[config.mk]
export PLATFORM = sky130hd
export DESIGN_NAME = stream_find_replace_core_flat
export DESIGN_NICKNAME = d
export VERILOG_FILES = /design/src/rtl/sfr_pkg.sv /design/src/rtl/sfr_if.sv /design/src/rtl/sfr_front.sv /design/src/rtl/sfr_queue.sv /design/src/rtl/sfr_back.sv /design/src/rtl/stream_find_replace_core.sv /design/src/flat_wrapper.sv
export SDC_FILE = /design/constraint.sdc
export NUM_CORES = 1
export LEC_CHECK = 0
export BUFFER_PORTS_ARGS = -buffer_cell sky130_fd_sc_hd__buf_2
export CAP_MARGIN = 40
export CORE_MARGIN = 5
export CORE_UTILIZATION = 53
export CTS_CLUSTER_SIZE = 10
export DETAILED_ROUTE_END_ITERATION = 10
export HOLD_SLACK_MARGIN = 0.15
export PLACE_DENSITY = 0.69
export SLEW_MARGIN = 10
export SYNTH_ARGS = -nofsm -noshare
export SYNTH_HDL_FRONTEND = slang
export SYNTH_SLANG_ARGS = --single-unit
[constraint.sdc]
create_clock -name clk_i -period 12.2 [get_ports clk_i]
set_input_delay 2.44 -clock clk_i [delete_from_list [all_inputs] [get_ports clk_i]]
set_output_delay 2.44 -clock clk_i [all_outputs]
set_load 0.01 [all_outputs]
[src/rtl/sfr_pkg.sv]
package sfr_pkg;

  localparam int MAX_PATTERN = 8;
  localparam int BYTE_W      = 8;
  localparam int LEN_W       = 4;
  localparam int WORD_W      = 64;
  localparam int JOB_BYTES   = 8;
  localparam int CNT_W       = $clog2(JOB_BYTES + 1);
  localparam int FILL_W      = $clog2(MAX_PATTERN + 1);
  localparam int CFG_IDX_W   = 4;
  localparam int QUEUE_DEPTH = 4;

  typedef enum logic [CFG_IDX_W-1:0] {
    CFG_PATTERN_BYTES     = 4'd0,
    CFG_PATTERN_LEN       = 4'd1,
    CFG_REPLACEMENT_BYTES = 4'd2,
    CFG_REPLACEMENT_LEN   = 4'd3
  } cfg_idx_e;

  // One run of result bytes caused by a single input item
  typedef struct packed {
    logic [JOB_BYTES-1:0][BYTE_W-1:0] bytes;
    logic [CNT_W-1:0]                 cnt;
    logic                             last;
  } job_t;

  typedef struct packed {
    logic full;
    logic empty;
  } queue_status_t;

endpackage

[src/rtl/sfr_if.sv]
interface sfr_in_if;
  import sfr_pkg::*;
  logic              valid;
  logic              ready;
  logic [BYTE_W-1:0] in_byte;
  logic              stream_end;
  modport source (output valid, output in_byte, output stream_end, input ready);
  modport sink (input valid, input in_byte, input stream_end, output ready);
endinterface

interface sfr_out_if;
  import sfr_pkg::*;
  logic              valid;
  logic              ready;
  logic [BYTE_W-1:0] out_byte;
  logic              run_last;
  logic              stream_done;
  modport source (output valid, output out_byte, output run_last, output stream_done,
                  input ready);
  modport sink (input valid, input out_byte, input run_last, input stream_done,
                output ready);
endinterface

interface sfr_cfg_if;
  import sfr_pkg::*;
  logic                 valid;
  logic                 ready;
  logic [CFG_IDX_W-1:0] index;
  logic [WORD_W-1:0]    data;
  modport source (output valid, output index, output data, input ready);
  modport sink (input valid, input index, input data, output ready);
endinterface

[src/rtl/sfr_front.sv]
module sfr_front (
  input  logic                   clk_i,
  input  logic                   rst_ni,
  sfr_in_if.sink                 in_i,
  sfr_cfg_if.sink                cfg_i,
  input  sfr_pkg::queue_status_t q_status_i,
  output logic                   push_o,
  output sfr_pkg::job_t          job_o
);
  import sfr_pkg::*;

  logic [WORD_W-1:0] pattern_q, pattern_d;
  logic [LEN_W-1:0]  plen_raw_q, plen_raw_d;
  logic [WORD_W-1:0] repl_q, repl_d;
  logic [LEN_W-1:0]  rlen_raw_q, rlen_raw_d;

  logic [BYTE_W-1:0] window_q [MAX_PATTERN];
  logic [BYTE_W-1:0] window_d [MAX_PATTERN];
  logic [FILL_W-1:0] fill_q, fill_d;

  logic [FILL_W-1:0] plen;
  logic [CNT_W-1:0]  rlen;
  logic [BYTE_W-1:0] win_app [MAX_PATTERN];
  logic [FILL_W-1:0] fill_inc;
  logic              full_win;
  logic              match;
  logic              accept;

  assign in_i.ready  = !q_status_i.full;
  assign cfg_i.ready = 1'b1;
  assign accept      = in_i.valid && in_i.ready;

  always_comb begin
    if (plen_raw_q == '0) begin
      plen = FILL_W'(1);
    end else if (plen_raw_q > LEN_W'(MAX_PATTERN)) begin
      plen = FILL_W'(MAX_PATTERN);
    end else begin
      plen = FILL_W'(plen_raw_q);
    end
    if (rlen_raw_q > LEN_W'(JOB_BYTES)) begin
      rlen = CNT_W'(JOB_BYTES);
    end else begin
      rlen = CNT_W'(rlen_raw_q);
    end
  end

  // Window with the new byte placed at the fill position
  always_comb begin
    for (int k = 0; k < MAX_PATTERN; k++) begin
      win_app[k] = (FILL_W'(k) == fill_q) ? in_i.in_byte : window_q[k];
    end
    fill_inc = fill_q + FILL_W'(1);
    full_win = (fill_inc == plen);
    match    = 1'b1;
    for (int k = 0; k < MAX_PATTERN; k++) begin
      if (FILL_W'(k) < plen && win_app[k] != pattern_q[k*BYTE_W +: BYTE_W]) begin
        match = 1'b0;
      end
    end
  end

  always_comb begin
    job_o.bytes = '0;
    job_o.cnt   = '0;
    job_o.last  = in_i.stream_end;
    for (int k = 0; k < MAX_PATTERN; k++) begin
      job_o.bytes[k] = win_app[k];
    end
    window_d = win_app;
    fill_d   = fill_inc;
    if (full_win && match) begin
      for (int k = 0; k < JOB_BYTES; k++) begin
        job_o.bytes[k] = repl_q[k*BYTE_W +: BYTE_W];
      end
      job_o.cnt = rlen;
      fill_d    = '0;
    end else if (full_win) begin
      // emit the oldest byte, or the whole window at stream end
      job_o.cnt = in_i.stream_end ? CNT_W'(plen) : CNT_W'(1);
      for (int k = 0; k < MAX_PATTERN - 1; k++) begin
        window_d[k] = win_app[k+1];
      end
      fill_d = plen - FILL_W'(1);
    end else if (in_i.stream_end) begin
      job_o.cnt = CNT_W'(fill_inc);
    end
    if (in_i.stream_end) begin
      fill_d = '0;
    end
  end

  assign push_o = accept && (job_o.cnt != '0);

  always_comb begin
    pattern_d  = pattern_q;
    plen_raw_d = plen_raw_q;
    repl_d     = repl_q;
    rlen_raw_d = rlen_raw_q;
    if (cfg_i.valid) begin
      case (cfg_idx_e'(cfg_i.index))
        CFG_PATTERN_BYTES:     pattern_d  = cfg_i.data;
        CFG_PATTERN_LEN:       plen_raw_d = cfg_i.data[LEN_W-1:0];
        CFG_REPLACEMENT_BYTES: repl_d     = cfg_i.data;
        CFG_REPLACEMENT_LEN:   rlen_raw_d = cfg_i.data[LEN_W-1:0];
        default: ;
      endcase
    end
  end

  always_ff @(posedge clk_i or negedge rst_ni) begin
    if (!rst_ni) begin
      pattern_q  <= '0;
      plen_raw_q <= LEN_W'(1);
      repl_q     <= '0;
      rlen_raw_q <= '0;
      fill_q     <= '0;
      for (int k = 0; k < MAX_PATTERN; k++) begin
        window_q[k] <= '0;
      end
    end else begin
      pattern_q  <= pattern_d;
      plen_raw_q <= plen_raw_d;
      repl_q     <= repl_d;
      rlen_raw_q <= rlen_raw_d;
      if (accept) begin
        window_q <= window_d;
        fill_q   <= fill_d;
      end
      // new pattern length: drop the window
      if (cfg_i.valid && cfg_idx_e'(cfg_i.index) == CFG_PATTERN_LEN) begin
        fill_q <= '0;
      end
    end
  end

endmodule

[src/rtl/sfr_queue.sv]
module sfr_queue (
  input  logic                   clk_i,
  input  logic                   rst_ni,
  input  logic                   push_i,
  input  sfr_pkg::job_t          job_i,
  input  logic                   pop_i,
  output sfr_pkg::job_t          head_o,
  output sfr_pkg::queue_status_t status_o
);
  import sfr_pkg::*;

  localparam int PTR_W = $clog2(QUEUE_DEPTH);
  localparam int CNT_Q = $clog2(QUEUE_DEPTH + 1);

  job_t             mem_q [QUEUE_DEPTH];
  logic [PTR_W-1:0] wr_ptr_q, rd_ptr_q;
  logic [CNT_Q-1:0] count_q, count_d;

  assign head_o         = mem_q[rd_ptr_q];
  assign status_o.full  = (count_q == CNT_Q'(QUEUE_DEPTH));
  assign status_o.empty = (count_q == '0);

  always_comb begin
    count_d = count_q;
    if (push_i && !pop_i) begin
      count_d = count_q + CNT_Q'(1);
    end else if (pop_i && !push_i) begin
      count_d = count_q - CNT_Q'(1);
    end
  end

  always_ff @(posedge clk_i) begin
    if (push_i) begin
      mem_q[wr_ptr_q] <= job_i;
    end
  end

  always_ff @(posedge clk_i or negedge rst_ni) begin
    if (!rst_ni) begin
      wr_ptr_q <= '0;
      rd_ptr_q <= '0;
      count_q  <= '0;
    end else begin
      count_q <= count_d;
      if (push_i) begin
        wr_ptr_q <= (wr_ptr_q == PTR_W'(QUEUE_DEPTH - 1)) ? '0 : wr_ptr_q + PTR_W'(1);
      end
      if (pop_i) begin
        rd_ptr_q <= (rd_ptr_q == PTR_W'(QUEUE_DEPTH - 1)) ? '0 : rd_ptr_q + PTR_W'(1);
      end
    end
  end

endmodule

[src/rtl/sfr_back.sv]
module sfr_back (
  input  logic                   clk_i,
  input  logic                   rst_ni,
  input  sfr_pkg::job_t          head_i,
  input  sfr_pkg::queue_status_t q_status_i,
  output logic                   pop_o,
  sfr_out_if.source              out_o
);
  import sfr_pkg::*;

  localparam int IDX_W = $clog2(JOB_BYTES);

  logic [IDX_W-1:0]  idx_q, idx_d;
  logic              valid_q;
  logic [BYTE_W-1:0] byte_q;
  logic              run_last_q;
  logic              done_q;
  logic              load;
  logic              is_last;

  // Refill the output register when it is empty or being taken
  assign load    = !q_status_i.empty && (!valid_q || out_o.ready);
  assign is_last = (CNT_W'(idx_q) == head_i.cnt - CNT_W'(1));
  assign pop_o   = load && is_last;

  always_comb begin
    idx_d = idx_q;
    if (load) begin
      idx_d = is_last ? '0 : idx_q + IDX_W'(1);
    end
  end

  always_ff @(posedge clk_i or negedge rst_ni) begin
    if (!rst_ni) begin
      idx_q   <= '0;
      valid_q <= 1'b0;
    end else begin
      idx_q <= idx_d;
      if (load) begin
        valid_q <= 1'b1;
      end else if (out_o.ready) begin
        valid_q <= 1'b0;
      end
    end
  end

  always_ff @(posedge clk_i) begin
    if (load) begin
      byte_q     <= head_i.bytes[idx_q];
      run_last_q <= is_last;
      done_q     <= is_last && head_i.last;
    end
  end

  assign out_o.valid       = valid_q;
  assign out_o.out_byte    = byte_q;
  assign out_o.run_last    = run_last_q;
  assign out_o.stream_done = done_q;

endmodule

[src/rtl/stream_find_replace_core.sv]
// Latency: an item's first result passes through the job queue and then the output register.
// Throughput: one input item per cycle while the job queue is not full and each item yields
// at most one result; the output side gives one result per cycle while the receiver is ready.
// A four-entry job queue between window logic and output serializer absorbs bursts.
// Reset (rst_ni low, asynchronous) empties window, queue and output register and
// restores pattern_len to one and the other configuration registers to zero.
module stream_find_replace_core (
  input  logic      clk_i,
  input  logic      rst_ni,
  sfr_in_if.sink    in_i,
  sfr_cfg_if.sink   cfg_i,
  sfr_out_if.source out_o
);
  import sfr_pkg::*;

  job_t          job;
  job_t          head;
  logic          push;
  logic          pop;
  queue_status_t q_status;

  sfr_front u_front (
    .clk_i      (clk_i),
    .rst_ni     (rst_ni),
    .in_i       (in_i),
    .cfg_i      (cfg_i),
    .q_status_i (q_status),
    .push_o     (push),
    .job_o      (job)
  );

  sfr_queue u_queue (
    .clk_i    (clk_i),
    .rst_ni   (rst_ni),
    .push_i   (push),
    .job_i    (job),
    .pop_i    (pop),
    .head_o   (head),
    .status_o (q_status)
  );

  sfr_back u_back (
    .clk_i      (clk_i),
    .rst_ni     (rst_ni),
    .head_i     (head),
    .q_status_i (q_status),
    .pop_o      (pop),
    .out_o      (out_o)
  );

endmodule

[src/flat_wrapper.sv]
// flat-port wrapper written by rule: the top's interface ports become plain ports
module stream_find_replace_core_flat import sfr_pkg::*;
  (clk_i, rst_ni, in_i_valid, in_i_in_byte, in_i_stream_end, in_i_ready, cfg_i_valid, cfg_i_index, cfg_i_data, cfg_i_ready, out_o_valid, out_o_out_byte, out_o_run_last, out_o_stream_done, out_o_ready);
  sfr_in_if in_i_i ();
  sfr_cfg_if cfg_i_i ();
  sfr_out_if out_o_i ();
  input  logic clk_i;
  input  logic rst_ni;
  input wire logic [$bits(in_i_i.valid)-1:0] in_i_valid;
  input wire logic [$bits(in_i_i.in_byte)-1:0] in_i_in_byte;
  input wire logic [$bits(in_i_i.stream_end)-1:0] in_i_stream_end;
  output wire logic [$bits(in_i_i.ready)-1:0] in_i_ready;
  input wire logic [$bits(cfg_i_i.valid)-1:0] cfg_i_valid;
  input wire logic [$bits(cfg_i_i.index)-1:0] cfg_i_index;
  input wire logic [$bits(cfg_i_i.data)-1:0] cfg_i_data;
  output wire logic [$bits(cfg_i_i.ready)-1:0] cfg_i_ready;
  output wire logic [$bits(out_o_i.valid)-1:0] out_o_valid;
  output wire logic [$bits(out_o_i.out_byte)-1:0] out_o_out_byte;
  output wire logic [$bits(out_o_i.run_last)-1:0] out_o_run_last;
  output wire logic [$bits(out_o_i.stream_done)-1:0] out_o_stream_done;
  input wire logic [$bits(out_o_i.ready)-1:0] out_o_ready;
  assign in_i_i.valid = in_i_valid;
  assign in_i_i.in_byte = in_i_in_byte;
  assign in_i_i.stream_end = in_i_stream_end;
  assign in_i_ready = in_i_i.ready;
  assign cfg_i_i.valid = cfg_i_valid;
  assign cfg_i_i.index = cfg_i_index;
  assign cfg_i_i.data = cfg_i_data;
  assign cfg_i_ready = cfg_i_i.ready;
  assign out_o_valid = out_o_i.valid;
  assign out_o_out_byte = out_o_i.out_byte;
  assign out_o_run_last = out_o_i.run_last;
  assign out_o_stream_done = out_o_i.stream_done;
  assign out_o_i.ready = out_o_ready;
  stream_find_replace_core u_core (.clk_i(clk_i), .rst_ni(rst_ni), .in_i(in_i_i), .cfg_i(cfg_i_i), .out_o(out_o_i));
endmodule
* After elaboration in Yosys (flattened, before gate mapping)
Memory sizes are Yosys's and may differ from the RTL's.
Cells that the tools add are included.
** Storage, ports and cells
- Memory bits (writable) :: 276
- Output and inout bits :: 13
- Register bits :: 225
- Input port bits :: 82
- Logic and storage cells :: 141
- Memories kept :: 1
** Operators by class
- Multiplexer cells :: 42
- Reductions and logical operators :: 35
- Add/subtract/negate cells :: 8
- Eq/ne operators :: 23
- Order comparisons :: 11
** Memory list
- u_core.u_queue.mem_q :: words 4, width 69, rd ports 1, clocked after memory_dff 0, wr ports 1, RTL line sfr_queue.sv:15 : job_t mem_q [QUEUE_DEPTH];
** Operators by type and width (number)
- $mux 56 :: 2
- $mux 8 :: 9
- $mux 64 :: 1
- $ne 8x8->1 :: 8
- $mux 4 :: 12
- $bmux 8 s3 :: 1
- $logic_and 1x1->1 :: 17
- $eq 3x4->1 const A :: 4
- $lt 3x4->1 const A :: 4
- $logic_not 4->1 :: 3
- $mux 1 :: 12
- $mux 3 :: 3
- $eq 2x4->1 const A :: 2
- $eq 4x2->1 const B :: 2
- $gt 4x4->1 const B :: 2
- $lt 1x4->1 const A :: 2
- $lt 2x4->1 const A :: 2
- $reduce_and 2->1 :: 4
- $sub 4x1->4 const B :: 2
- $add 3x1->3 const B :: 2
- $reduce_bool 2->1 :: 3
- $logic_not 1->1 :: 5
- $add 2x1->2 const B :: 2
- $add 4x1->4 const B :: 1
- 12 further kinds :: 14

* Longest topological paths before layout
- Depth in word-level cells :: 21
- Depth in mapped cells :: 18
- Mapped depth without buffers :: 17

* By module
Synthesis repeated with hierarchy kept, for this count alone.
** Unflattened totals
- Cells, all modules :: 1658
- Area total of the unflattened synthesis :: 22892.0 µm²
** By module, submodules not included
- sfr_front :: times used 1, cells each 1174, seq. area each 5106.1 µm², area an instance 11343.4 µm²
- sfr_queue :: times used 1, cells each 398, seq. area each 8463.1 µm², area an instance 10447.5 µm²
- sfr_back :: times used 1, cells each 86, seq. area each 400.4 µm², area an instance 1101.1 µm²

* Worst setup path after synthesis
OpenSTA, ideal clock, no wires.
- Path type :: input port to flip-flop
- Start :: input port in_i_in_byte[1]
- End :: memory u_core.u_queue.mem_q[0][0] (netlist bit), enable pin
- Arrival :: 5946 ps
- Library setup time :: 435 ps
- Buffers on the path :: 1
- Stages :: 11
- Required time :: 11765 ps
- Path slack :: 5820 ps
- Path through :: buf_2 > clkinv_1 > o22ai_1 > o41ai_1 > o211ai_1 > or4_1 > nor4_1 > o2111ai_1 > nor2_2 > a221oi_2 > and2_1
** Between the ends
- Word-level cells in the longest chain between the ends :: 17
- Elaborated cells on any way between the ends :: 38
- Classes of those cells :: 8 x eq/ne; 19 x mux; 11 x reduce/logical
** RTL lines
- start, declared :: RTL line flat_wrapper.sv:10 : input wire logic [$bits(in_i_i.in_byte)-1:0] in_i_in_byte;
- $mux 8 :: RTL line sfr_front.sv:51 : win_app[k] = (FILL_W'(k) == fill_q) ? in_i.in_byte : window_q[k];
- $ne 8x8->1 :: RTL line sfr_front.sv:57 : if (FILL_W'(k) < plen && win_app[k] != pattern_q[k*BYTE_W +: BYTE_W]) begin
- $logic_and 1x1->1 :: RTL line sfr_front.sv:57
- $mux 1 (7 in a row) :: RTL line sfr_front.sv:57
- $mux 1 (*) :: RTL line sfr_front.sv:57
- $logic_and 1x1->1 (*) :: RTL line sfr_front.sv:72 : if (full_win && match) begin
- $mux 4 (*) :: RTL line sfr_front.sv:72
- $reduce_bool 4->1 (*) :: RTL line sfr_front.sv:93 : assign push_o = accept && (job_o.cnt != '0);
- $logic_and 1x1->1 (*) :: RTL line sfr_front.sv:93
- net u_core.push :: RTL line stream_find_replace_core.sv:18 : logic push;
- $mux 1 (*) :: RTL line sfr_queue.sv:33 : if (push_i) begin
- $mux 1 (implied by the code) (*) :: RTL line sfr_queue.sv:34 : mem_q[wr_ptr_q] <= job_i;
- end, declared :: RTL line sfr_queue.sv:15
Mark *: on every way through the listed nets, which the timed path passes. The rest lies on a longest branch.

==> flow_summary_export.csv <==
group,metric,value,unit
outcome,outcome,"finished, final reports clean",
synthesis,synth_ff_type,"edfxtp_1",
routing,ant_nets,0,
sta,grt_setup_unrepaired,"false",
setup_path,path_class,"input pin to register",
cts,clockBufferDepth,3,
finish,drive_gt1_share,24.5,%
power,ir_drop,0.147,mV
cts,cts-resized-gates,0,
finish,area_delta_synth_final,12.4,%
finish,design_area,25600,um^2
run,cap_violations,0,
grt,overflow,0,
floorplan,start_util,53.2,%
sta,fmax,0.147,GHz
sta,setup-tns-final,0,ns
power,p_switching,2.09,mW
synthesis,yosysMostFrequentCell,"edfxtp_1",
setup_path,critPathCaptureType,"register",
setup_path,crit_fanout,40,
synthesis,netlist_instances,1617,
routing,post-route-drc-count,0,
power,p_seq_share,42.4,%
finish,nets,1801,
routing,wl,59500,um
sta,holdWs,0.480,ns
synthesis,synth_edf_count,286,
power,power.density,243,nW/um^2
floorplan,die_height,217,um
synthesis,ys_seq_area_share,61.3,%
routing,drtIter0Drc,1500,
cts,worstSkewPairLatency,0.61,ns
floorplan,design.die.area,47200,um^2
synthesis,ys_top_cells_by_count,"edfxtp_1, dfrtp_1, nand2_1",
cts,clk_pin_slew_worst_paths,0.05,ns
floorplan,ios,95,
cts,h-tree-depth,2,
sta,worst_pin_slew,0.942,ns
finish,final_core_util,59.8,%
synthesis,syn_area,22800,um^2
grt,antenna_found_initial,2,
worst_hold_path,hold_class,"register to register",
place,place_area,23900,um^2
synthesis,ys_top_cells_by_area,"edfxtp_1, dfrtp_1, mux4_2, mux2_2, mux2i_1",
routing,drt-pass1-iter-count,5,
synthesis,syn_avg_cell_area,14.1,um^2
synthesis,synth_top_area_share,37.7,%
finish,num_antenna_cells,0,
sta,period_share,55.7,%
cts,hold_buffers,0,
grt,grt_max_degree,95,
power,finalPower,6.22,mW
routing,wl_per_cell,26.0,um
power,pwr-share-clk,25.1,%
synthesis,yosysTopAreaCell,"edfxtp_1",
setup_path,cp.required,12.50,ns
cts,cts_sinks,501,
grt,grt_pass1_vias,14203,
cts,cts_buffers,57,
sta,maxSlewHeadroom,37.2,%
sta,finalHoldViolCount,0,
cts,postCtsSetupBuffers,0,
sta,setup_viol,0,
sta,period_minus_slack,6.79,ns
synthesis,ys_ff_latch,501,
power,p_int,4.13,mW
setup_path,cp.arrival,7.09,ns
routing,vias_per_cell,6.26,
synthesis,async_flop_share,42.9,%
synthesis,syn_nets,1716,
place,routabilityCongestion,0.941,
grt,grt_first_pass_wirelength,90700,um
power,swShare,33.6,%
place,dpl.hpwl,39800,um
power,combPwrFrac,32.5,%
power,p_leak,9.82,nW
floorplan,fp.dieW,217,um
synthesis,ys.warnings.count,0,
grt,grt_use_total,25.4,%
sta,finalClockSkew,0.0177,ns
place,port-buffer-count,93,
cts,tritoncts,"yes",
floorplan,rows,76,
setup_path,start_kind,"input pin",
routing,num_vias,14362,
floorplan,core_region_area,42800,um^2
cts,ctsRootBufferMaster,"clkbuf_16",
sta,finalMaxSlewViolations,0,
synthesis,post_synth_num_cell_types,69,
layout make-up:
type | count | area [um^2]
fillers | 3287 | 17200
multi-input cells | 923 | 8050
flip-flops and latches | 501 | 14000
well taps | 546 | 683
repair buffers | 123 | 835
clock inverters | 4 | 46.3
inverters | 96 | 360
clock buffers | 100 | 1650
layer usage:
metal | global-route usage [%] | part of all wire, %
met5 | 0 | 0
met4 | 7.08 | 2.7
met3 | 4.58 | 8.7
met2 | 39.4 | 46
met1 | 37.5 | 42
kinds of logic (layout without fill, tap and decap cells):
family          count (synthesis)  after routing  share of synthesized area [%]
compound gates                255            255                           7.53
buf+inv                       193            323                           3.49
mux                           297            297                           18.4
other cells                     1              1                         0.0165
simple gates                  302            302                           6.26
xor+xnor                       51             51                           1.96
fa+ha+maj                      17             17                          0.967
flops                         501            501                           61.3
final timing paths:
| check | slack, ns | from | cells past startpoint | end |
|---|---|---|---|---|
| setup / recovery | 5.41 | in_i_in_byte[1] | 12 | u_core.u_queue.mem_q[2][63] |
| max in group asynchronous | 9.05 | rst_ni | 2 | u_core.u_front.pattern_q[31] |
| setup reg to reg | 6.08 | u_core.u_front.fill_q[0] | 13 | u_core.u_queue.mem_q[2][63] |
| hold reg to reg | 0.48 | u_core.u_front.window_q[5] | 2 | u_core.u_front.window_q[5] |
| min in group asynchronous | 1.86 | rst_ni | 1 | u_core.u_front.repl_q[34] |
| hold / removal | 0.48 | u_core.u_front.window_q[5] | 2 | u_core.u_front.window_q[5] |
critical path: stages:
cell,delay (ns)
buf_2,0.24
clkinv_1,0.45
a222oi_1,0.44
o2111ai_1,0.16
a211oi_1,0.27
nand4_1,0.16
o41ai_1,0.40
o2111ai_1,0.31
nor2_4,0.68
buf_4,0.48
buf_16,0.33
mux2i_1,0.68
sequential cells by signal (all words and copies together) (netlist names), 2 cells and up:
signal and cells:
u_core.u_queue.wr_ptr_q 2, u_core.u_back.idx_q 3, u_core.u_back.out_o.out_byte 8, u_core.u_front.fill_q 4
u_core.u_queue.count_q 3, u_core.u_queue.mem_q 276, u_core.u_front.pattern_q 64, u_core.u_front.window_q 64
u_core.u_front.plen_raw_q 4, u_core.u_queue.rd_ptr_q 2, u_core.u_front.rlen_raw_q 4, u_core.u_front.repl_q 64
metrics by stage:
stage               worst slack [ns]  cells
global placement                4.74   2178
global route                    5.07   2293
detailed placement              4.88   2189
CTS                             5.52   2293
finish                          5.41   2293
floorplan                       5.82   1617
layout by cell type, fill, tap and decap left out, types with 5 or more instances in the layout:
cell type    n
a31oi_1      6
dfrtp_1    211
o22ai_1     23
nor3_1      24
xnor2_1     21
nand4_1     11
edfxtp_1   286
or3_1        8
a21oi_1     27
o2111ai_1    5
buf_4       21
a221o_1     22
o211ai_1     6
mux2i_1     83
nand3_1     18
buf_2       93
nor2_1      53
mux4_2      84
nor3b_1      7
nand2_1    132
a22oi_1      7
buf_16       6
o311ai_0    14
inv_1       95
o21ai_0     99
nor4_1       8
nor3b_2      5
xor2_1      30
clkbuf_16   58
o221ai_1     5
ha_1        16
mux2_2     128
nand2b_1    14
clkbuf_1    38
power groups by stage:
stage                     clock network [mW]  logic [mW]  registers [mW]
after floorplan                            0        1.43            2.53
after detailed placement                   0        2.01            2.66
final                                   1.56        2.02            2.64
after global placement                     0        1.91            2.67
after CTS                               1.59        2.02            2.64
after global routing                    1.66        2.18            2.68
Power figures use the tool's default switching activity.
